$ cat config.mk
export PLATFORM = sky130hd
export DESIGN_NAME = hamming_encoder_variable_length_unit
export DESIGN_NICKNAME = d
export VERILOG_FILES = /design/src/sv/hevl_pkg.sv /design/src/sv/hevl_front.sv /design/src/sv/hevl_check.sv /design/src/sv/hevl_parity.sv /design/src/sv/hamming_encoder_variable_length_unit.sv
export SDC_FILE = /design/constraint.sdc
export NUM_CORES = 1
export LEC_CHECK = 0
export ABC_AREA = 1
export ABC_CLOCK_PERIOD_IN_PS = 5300
export BUFFER_PORTS_ARGS = -buffer_cell sky130_fd_sc_hd__buf_2
export CAP_MARGIN = 20
export CELL_PAD_IN_SITES_DETAIL_PLACEMENT = 1
export CELL_PAD_IN_SITES_GLOBAL_PLACEMENT = 1
export CORE_UTILIZATION = 40
export CTS_CLUSTER_DIAMETER = 150
export DETAILED_ROUTE_END_ITERATION = 12
export PLACE_DENSITY_LB_ADDON = 0.25
export SYNTH_ARGS = -nofsm -noshare
export SYNTH_HDL_FRONTEND = slang
export SYNTH_HIERARCHICAL = 1
export SYNTH_SLANG_ARGS = --single-unit
$ cat constraint.sdc
create_clock -name clk -period 5.3 [get_ports clk]
set_input_delay 1.325 -clock clk [delete_from_list [all_inputs] [get_ports clk]]
set_output_delay 1.325 -clock clk [all_outputs]
set_load 0.05 [all_outputs]
$ cat src/sv/hevl_pkg.sv
`timescale 1ns / 1ps
// ----------------------------------------------------------------------------
// hevl_pkg
// Shared widths, stage payload types and the check-count function for the
// variable-length Hamming encoder.
// ----------------------------------------------------------------------------
package hevl_pkg;

  localparam int MAX_DATA_BITS = 57;
  localparam int MSG_W         = 57;
  localparam int LEN_W         = 6;
  localparam int CODE_W        = 63;
  localparam int CNT_W         = 3;
  localparam int CHECK_MAX     = 6;

  // Stage 1 -> stage 2: masked message plus the length decode.
  typedef struct packed {
    logic [MSG_W-1:0] data;
    logic [LEN_W-1:0] code_length;
    logic [CNT_W-1:0] check_count;
  } front_t;

  // Stage 2 -> stage 3: finished code word plus the length decode.
  typedef struct packed {
    logic [CODE_W-1:0] code_word;
    logic [LEN_W-1:0]  code_length;
    logic [CNT_W-1:0]  check_count;
  } check_t;

  // Least r >= 1 with 2^r >= len + r + 1; len is already clamped.
  function automatic logic [CNT_W-1:0] check_bits(input logic [LEN_W-1:0] len);
    logic [CNT_W-1:0] r;
    r = CNT_W'(1);
    for (int i = 1; i < CHECK_MAX; i++) begin
      if ((7'(1) << i) < (7'(len) + 7'(i) + 7'(1))) begin
        r = CNT_W'(i + 1);
      end
    end
    return r;
  endfunction

endpackage

$ cat src/sv/hevl_front.sv
`timescale 1ns / 1ps
// ----------------------------------------------------------------------------
// hevl_front
// Stage 1: clamp the length, drop message bits past it, decode r and n.
// ----------------------------------------------------------------------------
module hevl_front (
  input  logic                         clk,
  input  logic                         rst,
  input  logic                         in_valid,
  input  logic [hevl_pkg::MSG_W-1:0]   message,
  input  logic [hevl_pkg::LEN_W-1:0]   msg_length,
  input  logic                         take,
  output logic                         ready,
  output logic                         valid,
  output hevl_pkg::front_t             q
);

  logic [hevl_pkg::LEN_W-1:0] len_clamped;
  logic [hevl_pkg::MSG_W-1:0] keep_mask;
  logic [hevl_pkg::CNT_W-1:0] r_count;
  hevl_pkg::front_t           q_next;

  assign ready = !valid || take;

  always_comb begin
    if (msg_length > hevl_pkg::LEN_W'(hevl_pkg::MAX_DATA_BITS)) begin
      len_clamped = hevl_pkg::LEN_W'(hevl_pkg::MAX_DATA_BITS);
    end else begin
      len_clamped = msg_length;
    end
    keep_mask          = (hevl_pkg::MSG_W'(1) << len_clamped) - hevl_pkg::MSG_W'(1);
    r_count            = hevl_pkg::check_bits(len_clamped);
    q_next.data        = message & keep_mask;
    q_next.check_count = r_count;
    q_next.code_length = len_clamped + hevl_pkg::LEN_W'(r_count);
  end

  always_ff @(posedge clk) begin
    if (rst) begin
      valid <= 1'b0;
    end else if (ready) begin
      valid <= in_valid;
    end
  end

  always_ff @(posedge clk) begin
    if (ready && in_valid) begin
      q <= q_next;
    end
  end

endmodule

$ cat src/sv/hevl_check.sv
`timescale 1ns / 1ps
// ----------------------------------------------------------------------------
// hevl_check
// Stage 2: scatter data bits to non-power-of-two positions, form check bits.
// ----------------------------------------------------------------------------
module hevl_check (
  input  logic             clk,
  input  logic             rst,
  input  logic             in_valid,
  input  hevl_pkg::front_t d,
  input  logic             take,
  output logic             ready,
  output logic             valid,
  output hevl_pkg::check_t q
);

  // Code positions (1-based) covered by check bit k, data positions only.
  function automatic logic [hevl_pkg::CODE_W-1:0] cover_mask(input int k);
    logic [hevl_pkg::CODE_W-1:0] m;
    m = '0;
    for (int pos = 1; pos <= hevl_pkg::CODE_W; pos++) begin
      if (((pos >> k) & 1) == 1 && (pos & (pos - 1)) != 0) begin
        m[pos-1] = 1'b1;
      end
    end
    return m;
  endfunction

  logic [hevl_pkg::CODE_W-1:0] data_word;
  logic [hevl_pkg::CODE_W-1:0] code_next;
  hevl_pkg::check_t            q_next;

  assign ready = !valid || take;

  // Fixed wiring: data bit j lands on the j-th non-power-of-two position.
  always_comb begin
    int j;
    data_word = '0;
    j = 0;
    for (int pos = 1; pos <= hevl_pkg::CODE_W; pos++) begin
      if ((pos & (pos - 1)) != 0) begin
        if (j < hevl_pkg::MSG_W) begin
          data_word[pos-1] = d.data[j];
        end
        j++;
      end
    end
  end

  // Unused check bits cover only zero positions, so all six are formed.
  always_comb begin
    code_next = data_word;
    for (int k = 0; k < hevl_pkg::CHECK_MAX; k++) begin
      code_next[(1 << k) - 1] = ^(data_word & cover_mask(k));
    end
    q_next.code_word   = code_next;
    q_next.code_length = d.code_length;
    q_next.check_count = d.check_count;
  end

  always_ff @(posedge clk) begin
    if (rst) begin
      valid <= 1'b0;
    end else if (ready) begin
      valid <= in_valid;
    end
  end

  always_ff @(posedge clk) begin
    if (ready && in_valid) begin
      q <= q_next;
    end
  end

endmodule

$ cat src/sv/hevl_parity.sv
`timescale 1ns / 1ps
// ----------------------------------------------------------------------------
// hevl_parity
// Stage 3: overall parity of the code word and the output register.
// ----------------------------------------------------------------------------
module hevl_parity (
  input  logic                        clk,
  input  logic                        rst,
  input  logic                        in_valid,
  input  hevl_pkg::check_t            d,
  input  logic                        take,
  output logic                        ready,
  output logic                        valid,
  output logic [hevl_pkg::CODE_W-1:0] code_word,
  output logic [hevl_pkg::LEN_W-1:0]  code_length,
  output logic [hevl_pkg::CNT_W-1:0]  check_count,
  output logic                        overall_parity
);

  assign ready = !valid || take;

  always_ff @(posedge clk) begin
    if (rst) begin
      valid <= 1'b0;
    end else if (ready) begin
      valid <= in_valid;
    end
  end

  always_ff @(posedge clk) begin
    if (ready && in_valid) begin
      code_word      <= d.code_word;
      code_length    <= d.code_length;
      check_count    <= d.check_count;
      overall_parity <= ^d.code_word;
    end
  end

endmodule

$ cat src/sv/hamming_encoder_variable_length_unit.sv
`timescale 1ns / 1ps
// ----------------------------------------------------------------------------
// hamming_encoder_variable_length_unit
// Variable-length even-parity Hamming encoder with extended parity bit.
// ----------------------------------------------------------------------------
// Encodes a message of up to 57 bits (length above 57 is clamped, bits past
// the length are dropped) into a Hamming code word with the least number r of
// check bits such that 2^r >= m + r + 1. Code position i+1 appears on
// code_word bit i; bits at and above code_length read zero. A zero length
// gives r = 1, code_length = 1 and an all-zero word. One transaction enters
// per cycle while msg_stall is low; its result passes through the three
// register stages in order: length decode and masking, bit scatter with the
// check-bit XOR trees, then the overall-parity tree in the output register.
// A stall on the result side holds every stage that is full and lets empty
// stages fill, so bubbles are squeezed out before msg_stall rises.
// ----------------------------------------------------------------------------
module hamming_encoder_variable_length_unit (
  input  logic                        clk,
  input  logic                        rst,
  input  logic                        msg_valid,
  output logic                        msg_stall,
  input  logic [hevl_pkg::MSG_W-1:0]  message,
  input  logic [hevl_pkg::LEN_W-1:0]  msg_length,
  output logic                        code_valid,
  input  logic                        code_stall,
  output logic [hevl_pkg::CODE_W-1:0] code_word,
  output logic [hevl_pkg::LEN_W-1:0]  code_length,
  output logic [hevl_pkg::CNT_W-1:0]  check_count,
  output logic                        overall_parity
);

  logic             front_ready;
  logic             front_valid;
  hevl_pkg::front_t front_q;
  logic             check_ready;
  logic             check_valid;
  hevl_pkg::check_t check_q;
  logic             parity_ready;

  // Stage 1: clamp, mask, decode r and code length.
  hevl_front u_front (
    .clk        (clk),
    .rst        (rst),
    .in_valid   (msg_valid),
    .message    (message),
    .msg_length (msg_length),
    .take       (check_ready),
    .ready      (front_ready),
    .valid      (front_valid),
    .q          (front_q)
  );

  // Stage 2: place data bits and form the check bits.
  hevl_check u_check (
    .clk      (clk),
    .rst      (rst),
    .in_valid (front_valid),
    .d        (front_q),
    .take     (parity_ready),
    .ready    (check_ready),
    .valid    (check_valid),
    .q        (check_q)
  );

  // Stage 3: overall parity; hold the result until it is taken.
  hevl_parity u_parity (
    .clk            (clk),
    .rst            (rst),
    .in_valid       (check_valid),
    .d              (check_q),
    .take           (!code_stall),
    .ready          (parity_ready),
    .valid          (code_valid),
    .code_word      (code_word),
    .code_length    (code_length),
    .check_count    (check_count),
    .overall_parity (overall_parity)
  );

  // Stall the source only when the first stage is full and cannot advance.
  assign msg_stall = !front_ready;

endmodule

==> results_tabular.tex <==
\begin{tabular}{lr}
\hline
Metric & Value \\
\hline
\multicolumn{2}{l}{\textbf{Worst setup path}} \\
\quad WP data arrival & around 4.3 ns \\
\quad Start-to-end type of the worst setup path & input port to register \\
\quad CP required & 5.57 ns \\
\quad Critical path capture point type & register \\
\quad Crit path max fanout & 25 \\
\quad Nature of the critical path startpoint & input port \\
\multicolumn{2}{l}{\textbf{Timing}} \\
\quad Maximum clock rate & 250 MHz \\
\quad Total Neg Setup Slack & 0 ns \\
\quad Max-slew headroom at the worst pin & 41.0\% \\
\quad Minimum clock period after layout & 4.01 ns \\
\quad Final worst-path cycle share & 75.6\% \\
\quad Number of setup violations in the final report & 0 \\
\quad Final Hold Viols & 0 \\
\quad Worst hold margin & between 0.4 and 0.5 ns \\
\quad Setup skew after layout & between 0.01 and 0.015 ns \\
\quad Actual slew at the worst max-slew pin & between 0.8 and 0.9 ns \\
\quad Unrepaired setup endpoints after global routing & no \\
\quad Max Slew Vio Count & 0 \\
\multicolumn{2}{l}{\textbf{Die}} \\
\quad Chip width & 188 um \\
\quad Number of placed I/O pins & 142 \\
\quad Overall die area & 0.0354 mm2 \\
\quad Row count & 67 \\
\quad Initial cell density of the core & between 40\% and 50\% \\
\quad Core area & between 0.03 and 0.04 mm2 \\
\quad Chip Height & approximately 190 um \\
\multicolumn{2}{l}{\textbf{Synth}} \\
\quad Top cells by instance count after synthesis & 704 x nand2\_1, 211 x edfxtp\_1, 191 x inv\_1, 161 x nor2\_1, 99 x nand3\_1 \\
\quad Netlist area before placement & 0.0139 mm2 \\
\quad Area fraction of the dominant cell type after synthesis & 45.7\% \\
\quad Most used flip-flop cell after synthesis & edfxtp\_1 \\
\quad Share of the yosys chip area belonging to registers & 46.2\% \\
\quad Mapped Nets & around 1.8k \\
\quad Cell taking the most area after synthesis & edfxtp\_1 \\
\quad Number of synthesized flops with an enable pin & around 210 \\
\quad Post-synthesis async set-or-reset flop share & 0\% \\
\quad Synth Register Bits & around 210 \\
\quad Most area-consuming cells after synthesis & edfxtp\_1 46\%, nand2\_1 19\%, inv\_1 5.2\% \\
\quad Synthesized area per cell & about 7.9 um2 \\
\quad Number of distinct library cells after synthesis & 51 \\
\quad Number of cells produced by synthesis & approximately 1.8k \\
\quad Most frequent cell after synthesis & nand2\_1 \\
\quad Number of warnings printed during yosys synthesis & 6 \\
\multicolumn{2}{l}{\textbf{Global routing}} \\
\quad First-pass GRT wire length & 63400 um \\
\quad Global-route usage over all layers & 23.0\% \\
\quad Number of global-route vias before repair & 12.1k \\
\quad Antenna violations before repair & 0 \\
\quad Congestion Overflow GR & 0 \\
\quad Maximum number of pins on one net before global-route repair & 73 \\
\multicolumn{2}{l}{\textbf{Clock tree}} \\
\quad CTS tree & yes \\
\quad TritonCTS sink count & 214 \\
\quad CTS Buffer Depth & 3 \\
\quad Root Buffer Master & clkbuf\_16 \\
\quad Number of CTS-inserted buffers & 25 \\
\quad \# hold bufs at CTS & 0 \\
\quad Number of setup buffers added after CTS & 0 \\
\quad Number of gates resized after CTS & 0 \\
\quad Deepest level of the CTS H-tree & 1 \\
\quad Clock transition at the register clock pins on the worst setup and hold paths after CTS & 0.06 ns \\
\quad Source-to-sink clock delay at the later pin of the worst-skew pair & 0.53 ns \\
\multicolumn{2}{l}{\textbf{Cells and area}} \\
\quad Number of antenna diodes & 0 \\
\quad Share of final-layout standard cells stronger than drive strength 1 & about 17\% \\
\quad Synth-to-Final Area Change & 14.0\% \\
\quad Layout filler cell count & 4158 \\
\quad Post-layout net count & 1978 \\
\multicolumn{2}{l}{\textbf{Route}} \\
\quad Detailed-route DRC error count & 0 \\
\quad Total vias in the final route & 11.8k \\
\quad Post-route antenna net violation count & 0 \\
\quad Number of vias per cell after detailed routing & 4.98 \\
\quad Number of iterations in the first detailed-routing pass & 5 \\
\quad WL/cell & 17.1 um \\
\quad Iteration-0 DRC Markers & 556 \\
\quad DRT Wirelength & between 40000 and 50000 um \\
\multicolumn{2}{l}{\textbf{Place}} \\
\quad Placed wire-length estimate & 32700 um \\
\quad Routability Congestion & 0.937 \\
\quad Count of buffers inserted at the top-level ports & 141 \\
\multicolumn{2}{l}{\textbf{Outcome}} \\
\quad Status & finished, final reports clean \\
\multicolumn{2}{l}{\textbf{Power}} \\
\quad Power density over the cells & 323 mW/mm2 \\
\quad Static leakage power & $\sim$0.008 uW \\
\quad Peak ir drop on the vdd network & approximately 240 uV \\
\multicolumn{2}{l}{\textbf{Run}} \\
\quad Max Cap Violations & 0 \\
\multicolumn{2}{l}{\textbf{Min path}} \\
\quad Hold WC Path Type & register to register \\
\hline
\end{tabular}
-- cell type report --
type | instances | area (um2) | area share [%]
Multi-Input combinational cell | 1291 | 6440 | 40.8
Sequential cell | 214 | 6400 | 40.5
Inverter | 224 | 865 | 5.47
Timing Repair Buffer | 146 | 768 | 4.86
Clock buffer | 28 | 637 | 4.03
Tap cell | 448 | 561 | 3.55
Clock inverter | 17 | 130 | 0.824
-- cell usage in the layout, fill, tap and decap left out, drive strengths merged, types with 2 or more instances in the layout --
master | synthesis | final
nand3 | 111 | 111
nor3 | 17 | 17
clkinv | 1 | 13
a31oi | 2 | 2
buf | 21 | 146
a211oi | 3 | 3
nand2 | 740 | 740
and2 | 3 | 3
xnor2 | 60 | 60
inv | 223 | 224
dfxtp | 3 | 3
xor2 | 51 | 51
edfxtp | 211 | 211
nor2 | 197 | 197
clkbuf | 1 | 28
o21ai | 24 | 24
a21oi | 42 | 42
nand3b | 2 | 2
clkinvlp | 0 | 3
nand4 | 21 | 21
o211ai | 2 | 2
ha | 8 | 8
-- sequential cells by signal, summed over array words and instances, names as in the netlist --
signal                   count
u_parity/valid               1
u_parity/overall_parity      1
u_parity/code_word          63
u_check/q                   72
u_front/valid                1
u_check/valid                1
u_parity/check_count         3
u_parity/code_length         6
u_front/q                   66
-- logic make-up after synthesis --
kind of cell	after synthesis	share of synthesized area [%]
and+or+nand+nor	1094	34.9
buffers and inverters	246	7.63
AOI/OAI and AO/OA	77	3.18
adders and majority gates	9	0.867
DFF	214	46.2
xor gates and xnor gates	111	7.23
-- power breakdown --
group / switching [uW] / leakage [uW] / internal (uW)
clock: 694 / 0.000367 / 918
sequential: 122 / 0.00204 / 2020
combinational: 917 / 0.00553 / 430
-- per-stage QoR --
| stage | util [%] | total power [uW] | cells | setup WS, ns | cell area (um2) |
|---|---|---|---|---|---|
| after floorplan | - | 3130 | 1751 | 1.22 | 13900 |
| after global placement | 44.5 | 3440 | 2323 | 0.941 | 15000 |
| after detailed placement | 44.5 | 3520 | 2323 | 0.776 | 15000 |
| after CTS | 46.8 | 5150 | 2368 | 1.33 | 15800 |
| after global routing | 46.8 | 5380 | 2368 | 1.09 | 15800 |
| final | 46.8 | 5100 | 2368 | 1.29 | 15800 |
-- worst max-delay path, cell delays in order --
cell and delay (ns):
buf_2 0.53, a31oi_4 0.29, ha_1 0.31, o21ai_0 0.33, a21oi_1 0.07, nand4_1 0.11
o211ai_1 0.10, nand2_1 0.08, a21boi_0 0.13, ha_1 0.28, fa_1 0.41, nand2_1 0.08
a21oi_1 0.07, xor2_1 0.15
-- worst paths after layout --
kind         slack, ns                    start  cells after the start                                 to
max               1.29            msg_length[5]                     14             u_front/q[7]$_DFFE_PP_
min               0.42   u_check/q[1]$_DFFE_PP_                      0  u_parity/check_count[1]$_DFFE_PP_
max reg2reg       3.22  u_front/q[34]$_DFFE_PP_                     12            u_check/q[24]$_DFFE_PP_
min reg2reg       0.42   u_check/q[1]$_DFFE_PP_                      0  u_parity/check_count[1]$_DFFE_PP_
-- layer usage --
| layer | vias up | global-route usage [%] | routed length, um |
|---|---|---|---|
| met4 | 0 | 8.47 | 1360 |
| met2 | 237 | 41.1 | 20100 |
| met3 | 66 | 2.58 | 1600 |
| met1 | 5651 | 28.3 | 17300 |
| li1 | 5843 | - | - |
| met5 | - | 0 | 0 |
Note: power is estimated with default switching activity, not from simulation.
